<file path="src/design/nat_pkg.sv">
// ----------------------------------------------------------------------------
// nat_pkg
// Shared types and constants for the neighbour ageing table.
// ----------------------------------------------------------------------------
package nat_pkg;

    localparam int ID_W   = 32;
    localparam int LIFE_W = 8;
    localparam int LIVE_W = 6;

    // Transaction opcodes
    localparam logic OP_REFRESH = 1'b0;
    localparam logic OP_SCAN    = 1'b1;

    // Register reset value
    localparam logic [LIFE_W-1:0] MAX_LIFE_RST = 8'd3;

    // Token walking down the row of cells, one cell per cycle
    typedef struct packed {
        logic            vld;
        logic            op;
        logic [ID_W-1:0] id;
        logic            found;     // id already held by an earlier cell
        logic            free_seen; // an earlier cell has reserved its free slot
    } t_tok;

    // Broadcast from the top level when the token leaves the row
    typedef struct packed {
        logic clear;  // drop any slot reservation
        logic commit; // reserved slot becomes a valid entry
    } t_fin;

    // One result transaction
    typedef struct packed {
        logic [LIVE_W-1:0] live_count;
        logic              was_present;
        logic              inserted;
        logic              dropped_full;
    } t_res;

endpackage

</file>
<file path="src/design/nat_cell.sv">
// ----------------------------------------------------------------------------
// nat_cell
// One table slot: valid bit, id and life, plus one token stage of the row.
// ----------------------------------------------------------------------------
module nat_cell
    import nat_pkg::*;
(
    input  logic              i_clk,
    input  logic              i_rst_n,
    input  logic [LIFE_W-1:0] i_max_life,
    input  t_tok              i_tok,
    input  t_fin              i_fin,
    output t_tok              o_tok,
    output logic              o_removed,
    output logic              o_cand,
    output logic              o_valid
);

    logic              r_valid;
    logic              r_cand;
    logic [ID_W-1:0]   r_id;
    logic [LIFE_W-1:0] r_life;
    t_tok              r_tok;

    logic n_valid;
    logic n_cand;
    logic [ID_W-1:0]   n_id;
    logic [LIFE_W-1:0] n_life;
    t_tok              n_tok;
    logic              hit;
    logic              take_free;

    // Lookup, slot reservation and ageing while the token sits here
    always_comb begin
        n_valid   = r_valid;
        n_cand    = r_cand;
        n_id      = r_id;
        n_life    = r_life;
        n_tok     = i_tok;
        o_removed = 1'b0;
        hit       = r_valid && (r_id == i_tok.id) && !i_tok.found;
        take_free = !r_valid && !i_tok.free_seen && !i_tok.found;
        if (i_tok.vld) begin
            if (i_tok.op == OP_SCAN) begin
                if (r_valid) begin
                    if (r_life <= LIFE_W'(1)) begin
                        n_valid   = 1'b0;
                        o_removed = 1'b1;
                    end else begin
                        n_life = r_life - LIFE_W'(1);
                    end
                end
            end else begin
                if (hit) begin
                    n_life      = i_max_life;
                    n_tok.found = 1'b1;
                end else if (take_free) begin
                    // id and life are staged now; valid is set on commit
                    n_cand          = 1'b1;
                    n_id            = i_tok.id;
                    n_life          = i_max_life;
                    n_tok.free_seen = 1'b1;
                end
            end
        end
        // End of pass
        if (i_fin.clear) begin
            n_cand = 1'b0;
            if (i_fin.commit && r_cand) begin
                n_valid = 1'b1;
            end
        end
    end

    // Control state
    always_ff @(posedge i_clk) begin
        if (!i_rst_n) begin
            r_valid   <= 1'b0;
            r_cand    <= 1'b0;
            r_tok.vld <= 1'b0;
        end else begin
            r_valid   <= n_valid;
            r_cand    <= n_cand;
            r_tok.vld <= n_tok.vld;
        end
    end

    // Payload
    always_ff @(posedge i_clk) begin
        r_id            <= n_id;
        r_life          <= n_life;
        r_tok.op        <= n_tok.op;
        r_tok.id        <= n_tok.id;
        r_tok.found     <= n_tok.found;
        r_tok.free_seen <= n_tok.free_seen;
    end

    assign o_tok   = r_tok;
    assign o_cand  = r_cand;
    assign o_valid = r_valid;

endmodule

</file>
<file path="src/design/neighbor_aging_table_core.sv">
// A transaction is registered at the row head and in each cell's token stage,
// then its result is written to the result queue. The lookup token walks the
// row of cells one slot per cycle and one item is in the row at once.
// A two-entry result queue lets the next transaction in while a result waits.
// Reset (synchronous, active low) empties the table; max_life returns to 3.
// ----------------------------------------------------------------------------
// neighbor_aging_table_core
// Soft-state neighbour table with per-entry time-to-live ageing.
// ----------------------------------------------------------------------------
module neighbor_aging_table_core
    import nat_pkg::*;
#(
    parameter int TABLE_DEPTH = 32
) (
    input  logic              i_clk,
    input  logic              i_rst_n,
    // configuration
    input  logic              i_cfg_we,
    input  logic [LIFE_W-1:0] i_cfg_data,
    // input channel
    input  logic              i_in_valid,
    output logic              o_in_ready,
    input  logic              i_opcode,
    input  logic [ID_W-1:0]   i_node_id,
    // output channel
    output logic              o_out_valid,
    input  logic              i_out_ready,
    output logic [LIVE_W-1:0] o_live_count,
    output logic              o_was_present,
    output logic              o_inserted,
    output logic              o_dropped_full
);

    localparam int CNT_W = $clog2(TABLE_DEPTH + 1);

    logic [LIFE_W-1:0] r_max_life;
    logic              r_busy;
    t_tok              r_tok_head;
    logic [CNT_W-1:0]  r_count;
    t_res              r_q0;
    t_res              r_q1;
    logic [1:0]        r_q_cnt;

    t_tok                   tok [TABLE_DEPTH];
    logic [TABLE_DEPTH-1:0] removed;
    logic [TABLE_DEPTH-1:0] cand;
    logic [TABLE_DEPTH-1:0] valid_vec;
    t_fin                   fin;
    t_tok                   tok_exit;
    logic                   accept;
    logic                   pop;
    logic                   commit;
    logic [CNT_W-1:0]       n_count;
    t_res                   res_new;

    // Configuration register
    always_ff @(posedge i_clk) begin
        if (!i_rst_n) begin
            r_max_life <= MAX_LIFE_RST;
        end else if (i_cfg_we) begin
            r_max_life <= i_cfg_data;
        end
    end

    // Handshakes
    assign o_in_ready = !r_busy && (r_q_cnt != 2'd2);
    assign accept     = i_in_valid && o_in_ready;
    assign pop        = o_out_valid && i_out_ready;

    // Row of cells
    for (genvar gi = 0; gi < TABLE_DEPTH; gi++) begin : g_cell
        if (gi == 0) begin : g_first
            nat_cell u_cell (
                .i_clk      (i_clk),
                .i_rst_n    (i_rst_n),
                .i_max_life (r_max_life),
                .i_tok      (r_tok_head),
                .i_fin      (fin),
                .o_tok      (tok[gi]),
                .o_removed  (removed[gi]),
                .o_cand     (cand[gi]),
                .o_valid    (valid_vec[gi])
            );
        end else begin : g_rest
            nat_cell u_cell (
                .i_clk      (i_clk),
                .i_rst_n    (i_rst_n),
                .i_max_life (r_max_life),
                .i_tok      (tok[gi-1]),
                .i_fin      (fin),
                .o_tok      (tok[gi]),
                .o_removed  (removed[gi]),
                .o_cand     (cand[gi]),
                .o_valid    (valid_vec[gi])
            );
        end
    end

    assign tok_exit = tok[TABLE_DEPTH-1];

    // End-of-pass decision
    assign commit     = tok_exit.vld && (tok_exit.op == OP_REFRESH)
                        && !tok_exit.found && tok_exit.free_seen;
    assign fin.clear  = tok_exit.vld;
    assign fin.commit = commit;

    // Live count: removals arrive one per cycle, insertion at exit
    always_comb begin
        n_count = r_count;
        if (|removed) begin
            n_count = r_count - CNT_W'(1);
        end else if (commit) begin
            n_count = r_count + CNT_W'(1);
        end
    end

    always_comb begin
        res_new.live_count   = LIVE_W'(n_count);
        res_new.was_present  = (tok_exit.op == OP_REFRESH) && tok_exit.found;
        res_new.inserted     = commit;
        res_new.dropped_full = (tok_exit.op == OP_REFRESH) && !tok_exit.found
                               && !tok_exit.free_seen;
    end

    // Token injection, busy flag and live count register
    always_ff @(posedge i_clk) begin
        if (!i_rst_n) begin
            r_busy         <= 1'b0;
            r_tok_head.vld <= 1'b0;
            r_count        <= '0;
        end else begin
            r_tok_head.vld <= accept;
            r_count        <= n_count;
            if (accept) begin
                r_busy <= 1'b1;
            end else if (tok_exit.vld) begin
                r_busy <= 1'b0;
            end
        end
    end

    always_ff @(posedge i_clk) begin
        if (accept) begin
            r_tok_head.op        <= i_opcode;
            r_tok_head.id        <= i_node_id;
            r_tok_head.found     <= 1'b0;
            r_tok_head.free_seen <= 1'b0;
        end
    end

    // Two-entry result queue
    always_ff @(posedge i_clk) begin
        if (!i_rst_n) begin
            r_q_cnt <= 2'd0;
        end else begin
            case ({tok_exit.vld, pop})
                2'b10:   r_q_cnt <= r_q_cnt + 2'd1;
                2'b01:   r_q_cnt <= r_q_cnt - 2'd1;
                default: r_q_cnt <= r_q_cnt;
            endcase
        end
    end

    always_ff @(posedge i_clk) begin
        case ({tok_exit.vld, pop})
            2'b10: begin
                if (r_q_cnt == 2'd0) begin
                    r_q0 <= res_new;
                end else begin
                    r_q1 <= res_new;
                end
            end
            2'b01: begin
                r_q0 <= r_q1;
            end
            2'b11: begin
                if (r_q_cnt == 2'd1) begin
                    r_q0 <= res_new;
                end else begin
                    r_q0 <= r_q1;
                    r_q1 <= res_new;
                end
            end
            default: begin
                r_q0 <= r_q0;
            end
        endcase
    end

    assign o_out_valid    = (r_q_cnt != 2'd0);
    assign o_live_count   = r_q0.live_count;
    assign o_was_present  = r_q0.was_present;
    assign o_inserted     = r_q0.inserted;
    assign o_dropped_full = r_q0.dropped_full;

    // Checks
    a_one_cand: assert property (@(posedge i_clk) disable iff (!i_rst_n)
        $onehot0(cand))
        else $error("more than one slot reserved");

    a_count_match: assert property (@(posedge i_clk) disable iff (!i_rst_n)
        !r_busy |-> (r_count == CNT_W'($countones(valid_vec))))
        else $error("live count disagrees with valid entries");

    a_exit_idle: assert property (@(posedge i_clk) disable iff (!i_rst_n)
        tok_exit.vld |=> !r_busy)
        else $error("busy held after token left the row");

    a_no_overflow: assert property (@(posedge i_clk) disable iff (!i_rst_n)
        tok_exit.vld |-> (r_q_cnt != 2'd2))
        else $error("result queue overflow");

endmodule
</file>
<file path="config.mk">
export PLATFORM = sky130hd
export DESIGN_NAME = neighbor_aging_table_core
export DESIGN_NICKNAME = d
export VERILOG_FILES = /design/src/design/nat_pkg.sv /design/src/design/nat_cell.sv /design/src/design/neighbor_aging_table_core.sv
export SDC_FILE = /design/constraint.sdc
export NUM_CORES = 2
export LEC_CHECK = 0
export BUFFER_PORTS_ARGS = -buffer_cell sky130_fd_sc_hd__buf_2
export CAP_MARGIN = 30
export CELL_PAD_IN_SITES_DETAIL_PLACEMENT = 1
export CELL_PAD_IN_SITES_GLOBAL_PLACEMENT = 1
export CORE_ASPECT_RATIO = 0.9
export CORE_MARGIN = 3
export CORE_UTILIZATION = 57
export DETAILED_ROUTE_END_ITERATION = 8
export PLACE_DENSITY_LB_ADDON = 0.1
export RECOVER_POWER = 25
export SETUP_SLACK_MARGIN = 0.2
export SKIP_CTS_REPAIR_TIMING = 1
export SLEW_MARGIN = 40
export SYNTH_ARGS = -nofsm -noshare
export SYNTH_HDL_FRONTEND = slang
export SYNTH_SLANG_ARGS = --single-unit
</file>
<file path="constraint.sdc">
create_clock -name i_clk -period 14.2 [get_ports i_clk]
set_clock_uncertainty 0.2 [all_clocks]
set_input_delay 2.13 -clock i_clk [delete_from_list [all_inputs] [get_ports i_clk]]
set_output_delay 2.13 -clock i_clk [all_outputs]
set_load 0.1 [all_outputs]
</file>
Yosys cells after proc, flatten, opt, wreduce, memory -nomap -nowiden
Index checks and enable logic that the tools add are counted.

Bits in registers: 2533. Bits of input ports: 46. Output and inout port bits: 11. Word-level logic and storage cells: 1560.

$add $sub $neg: 36. $lt $le $gt $ge: 32. Equality and inequality tests: 104. Muxes and demuxes: 648. Bitwise gates (word level): 67. Reduce and logical (&&, ||, !) cells: 371.

Operators by type and width (number): $mux 8 (160); $eq 32x32->1 (32); $mux 1 (417); $le 8x1->1 const B (32); $reduce_and 4->1 (64); $sub 8x1->8 const B (32); $logic_and 1x1->1 (166); $mux 2 (62); $reduce_bool 3->1 (33); $logic_not 1->1 (97); $ne 2x2->1 const B (36); $not 1->1 (67); $ne 2x1->1 const B (32); $mux 9 (4); $reduce_or 32->1 (1); $pmux 9 s3 (1); $pmux 9 s2 (1); $mux 6 (2); $reduce_bool 2->1 (4); $add 6x1->6 const B (1); $sub 6x1->6 const B (1); $eq 2x1->1 const B (2); $eq 2x2->1 const B (2); $pmux 2 s2 (1); other kinds (7) (8).

Depth between registers and ports, before layout
Word-level depth: 9. Gate-level depth with buffers: 10. Depth with buffers taken out: 9.

Cells and area by module
From an unflattened synthesis, not the netlist that was laid out.

Cell total of the unflattened synthesis: 5851. Area, all modules: 87774.2 um2.

Modules (own cells, without submodules): nat_cell at g_cell[1].g_rest.u_cell ... (instances 21, cells an instance 176, area an instance 2647.5 um2, seq. area each 1961.9 um2); nat_cell at g_cell[0].g_first.u_cell ... (instances 11, cells an instance 176, area an instance 2662.6 um2, seq. area each 1961.9 um2); neighbor_aging_table_core (instances 1, cells an instance 219, area an instance 2887.8 um2, seq. area each 1891.8 um2).

Worst setup path after synthesis
OpenSTA, ideal clock, no wires.

Kind: reg-to-reg. From: reg g_cell[13].g_rest.u_cell.r_tok (netlist bit g_cell[13].g_rest.u_cell.o_tok[34]). To: reg g_cell[14].g_rest.u_cell.r_id[0] (enable). Setup time: 0.505 ns. Data arrival time: 3.784 ns. Required time: 13.495 ns. Setup slack: 9.711 ns. Cell stages (with the launch flop): 5. Buffers on the path: 1. Clock period less this slack: 4.489 ns. Path through: dfxtp_1 clkbuf_1 inv_1 nand2_1 nor4_1.

Word-level cells in the longest chain between the ends: 2.

Ends and longest elaborated chain: start: declaration (RTL line nat_cell.sv:23) `t_tok r_tok;`; $not 1->1 (no source line); $reduce_and 4->1 (no source line); end signal: assignment (RTL line nat_cell.sv:90) `r_id <= n_id;`; end: declaration (RTL line nat_cell.sv:21) `logic [ID_W-1:0] r_id;`.

Every way passes these cells. A chain may end at the register's enable or synchronous reset.

Worst setup path in the final report
From: reg r_q_cnt[0]. To: out o_in_ready.

Word-level cells in the longest chain between the ends: 2.

Ends and longest elaborated chain: start: declaration (RTL line neighbor_aging_table_core.sv:42) `logic [1:0] r_q_cnt;`; start signal: assignment (RTL line neighbor_aging_table_core.sv:157) `2'b10: r_q_cnt <= r_q_cnt + 2'd1;`; start signal: assignment (RTL line neighbor_aging_table_core.sv:158) `2'b01: r_q_cnt <= r_q_cnt - 2'd1;`; start signal: assignment (RTL line neighbor_aging_table_core.sv:159) `default: r_q_cnt <= r_q_cnt;`; $ne 2x2->1 (RTL line neighbor_aging_table_core.sv:66) `assign o_in_ready = !r_busy && (r_q_cnt != 2'd2);`; $logic_and 1x1->1 (RTL line neighbor_aging_table_core.sv:66); end: declaration (RTL line neighbor_aging_table_core.sv:22) `output logic o_in_ready,`.

Every way passes these cells.

==> run_results.csv <==
group,metric,value,unit
power,p_seq_frac,0.553,
grt,track_usage,0.2480,
timing,max_freq,224.8,MHz
final_layout,final_core_util,0.6526,
clock_tree,cts_buffers,230,
worst_setup_path,cp.required,11870,ps
timing,rsz0062_at_grt,"no",
route,postRouteAntennaNets,0,
power,p_int,12.03,mW
die,coreArea,149600,um^2
logic_synthesis,yosys.area.top_type,"edfxtp_1",
worst_setup_path,crit_chain,"inv_1 -> ha_1 -> nor2_1 -> buf_2",
logic_synthesis,synth_compound_area_frac,0.03439,
clock_tree,cts.clk_slew.worst_paths,60,ps
final_layout,layout-drive-gt1-share,0.09436,
route,first_iter_violations,3176,
route,routedWlPerCell,23.30,um
logic_synthesis,synth_top_family_by_area,"XOR/XNOR gates",
place,io_buffers,56,
worst_setup_path,setup.worst_path.class,"flip-flop to output pin",
timing,final_hold_viol_count,0,
logic_synthesis,synth.area.top_cells,"edfxtp_1, dfxtp_1, xor2_1",
logic_synthesis,synth-simple-area-share,0.07707,
logic_synthesis,netlist-cell-type-count,58,
route,viasPerCell,5.532,
logic_synthesis,netlist_area,86510,um^2
grt,overflow,0,
logic_synthesis,ys_ff_latch,2533,
route,drc,0,
clock_tree,cts_root_buf,"clkbuf_16",
die,start_util,0.5785,
logic_synthesis,synth-xor-area-share,0.1233,
run,max_cap_violations,0,
place,dpl.cell_count,7899,
logic_synthesis,yosysSeqAreaShare,0.7401,
timing,final.min_clock_period,4448,ps
hold_path,hold_depth,0,
final_layout,n_fill_cell,13390,
logic_synthesis,avgSynthCellArea,14.58,um^2
logic_synthesis,syn_nets,6050,
worst_setup_path,slowest_stage,"buf_2",
logic_synthesis,synth_common_cells,"edfxtp_1, dfxtp_1, xor2_1",
timing,setup_viol,0,
logic_synthesis,yosys_warnings,0,
logic_synthesis,netlist_instances,5932,
die,ioPinCount,57,
place,hpwl,123100,um
worst_setup_path,critPathCaptureType,"output pin",
clock_tree,htreeDepth,4,
worst_setup_path,cp_data_arrival_time,2120,ps
route,dr.pass1.iters,5,
power,swShare,0.2273,
clock_tree,cts.sinks,2533,
logic_synthesis,yosysMostFrequentCell,"edfxtp_1",
worst_setup_path,slowest_delay,460,ps
hold_path,hp-class,"flip-flop to flip-flop",
timing,slew_violations,0,
worst_setup_path,critPathMaxFanout,3,
final_layout,nets,6279,
timing,finalCritPeriodShare,0.3132,
die,fp.dieW,416.7,um
logic_synthesis,yosys.area.top_type_share,0.4620,
die,die_area,156500,um^2
timing,tightestPinTransition,873.3,ps
worst_setup_path,r2r_slack,10300,ps
power,p_comb_frac,0.035,
place,gp_congestion,0.7914,
grt,grt_max_degree,63,
worst_setup_path,worst_path_dominant_cell_family,"buffers and inverters",
worst_setup_path,cp-start-kind,"flip-flop",
timing,setup_tns,0,ps
clock_tree,clock_latency,840,ps
power,p_switching,3.537,mW
route,wl,194400,um
timing,slew-limit-headroom,0.4124,
worst_setup_path,crit_buf_inv,2,
final_layout,area_delta_synth_final,12.81,%
route,num_vias,46150,
worst_setup_path,timing.rr.end,"r_q1[8]",
die,dieHeight,375.6,um
clock_tree,cts_buffer_depth,3,
hold_path,hold_path.startpoint,"g_cell[19].g_rest.u_cell.o_tok[32]",
power,powerDensity,159.5,nW/um^2
grt,grt_pass1_wl,302100,um
worst_setup_path,worst_r2r_path_depth,10,
grt,grt_antenna_before_repair,0,
logic_synthesis,synth-main-ff-cell,"edfxtp_1",
hold_path,hold-path-endpoint,"g_cell[20].g_rest.u_cell.o_tok[32]",
logic_synthesis,synth_edf_count,1331,
power,clock_power_share,0.412,
worst_setup_path,r2r_start,"g_cell[21].g_rest.u_cell.r_life[0]",
power,peakVddDrop,0.1514,mV
grt,grt_pass1_vias,50080,
logic_synthesis,async_flop_share,0,
logic_synthesis,synth.area.mux_share,0.002126,
power,leakage,34.76,nW
logic_synthesis,synthAdderAreaFrac,0.01041,
final_layout,layoutNonFillerInstCount,8342,
die,row_count,134,
clock_tree,cts_tree,"built",
run_status,status,"finished clean",
-- registers in the layout (all words and copies together), names as in the netlist, 8 cells and up --
name and count:
g_cell.g_first.u_cell.o_tok 36, g_cell.g_first.u_cell.r_id 32, g_cell.g_first.u_cell.r_life 8, g_cell.g_rest.u_cell.o_cand 31
g_cell.g_rest.u_cell.o_tok 1084, g_cell.g_rest.u_cell.o_valid 31, g_cell.g_rest.u_cell.r_id 992, g_cell.g_rest.u_cell.r_life 248
r_max_life 8, r_q1 9, r_tok_head 34
-- power by group through the flow --
stage | Combinational, mW | Clock, mW | Sequential [mW]
CTS | 0.554 | 6.53 | 8.62
floorplan | 0.423 | 0 | 8.53
global placement | 0.496 | 0 | 8.73
finish | 0.550 | 6.41 | 8.60
detailed placement | 0.530 | 0 | 8.75
global route | 0.610 | 6.82 | 8.66
-- metal layers --
layer,share of wire,track usage,wire length (um)
met5,0,0,0
met4,0.018,0.05745,3460
met3,0.034,0.03422,6577
met2,0.51,0.4315,99090
met1,0.44,0.3323,85260
-- how the worst max path moves through the flow --
stage	startpoint	to	slack, ps	depth (start not counted)
floorplan	g_cell[13].g_rest.u_cell.o_tok[34]	g_cell[14].g_rest.u_cell.r_id[0]	9710	4
global placement	i_out_ready	r_q1[5]	9960	7
detailed placement	i_rst_n	g_cell[18].g_rest.u_cell.o_cand	9940	5
CTS	r_q_cnt[0]	o_in_ready	9690	4
global route	r_q_cnt[0]	o_in_ready	9610	4
finish	r_q_cnt[0]	o_in_ready	9750	4
-- layout by cell type, fill, tap and decap left out, types with 19 or more instances in the layout --
master     synthesis  layout
buf_4              0      55
inv_1            170     170
and2_1            24      24
nand3_1           65      65
nor4_1           295     258
ha_1              72      72
clkbuf_1          91      53
clkbuf_8           0      47
xor2_1           919     919
dfxtp_1         1202    1193
nor3b_1           19      19
nand2_1          159     159
edfxtp_1        1331    1331
clkbuf_16          0     243
a22oi_1           30      30
nor2_1           466     464
buf_2              0      56
o31ai_1           37      37
a31o_2            31      31
nand4_1           75      75
xnor2_1          299     299
nor3_1            93      93
nor4_2             0      37
a21oi_1          258     257
or4_1             21      21
nor4b_1           25      22
o21ai_0           35      35
o21a_1            33      33
clkinv_2           0      46
-- cells by family (layout without fill, tap and decap cells) --
kind of cell / Yosys count / in the layout
compound gates: 483 / 483
other cells: 0 / 1
flops: 2533 / 2533
buf+inv: 289 / 726
fa+ha+maj: 72 / 72
xor+xnor: 1218 / 1218
simple gates: 1319 / 1319
mux: 18 / 18
-- stage by stage --
step,area (um^2),hold slack [ps],power [mW],setup WS (ps)
2_1_floorplan,86510,129.0,8.949,9711
3_3_place_gp,89470,166.2,9.223,9960
3_5_place_dp,89570,171.2,9.281,9944
4_1_cts,97540,167.8,15.70,9685
5_1_grt,97590,181.6,16.09,9615
6_report,97590,163.9,15.56,9752
-- layout make-up --
type                            count  area (um^2)  area share
Timing Repair Buffer              114        723.2    0.007410
Clock buffer                      343         6927     0.07097
Sequential cell                  2533        64040      0.6562
Clock inverter                     97         1041     0.01067
Tap cell                         1972         2467     0.02528
Antenna cell                        1        2.502  0.00002564
Inverter                          172        648.1    0.006641
Multi-Input combinational cell   3110        21740      0.2228
Power figures use the tool's default switching activity.
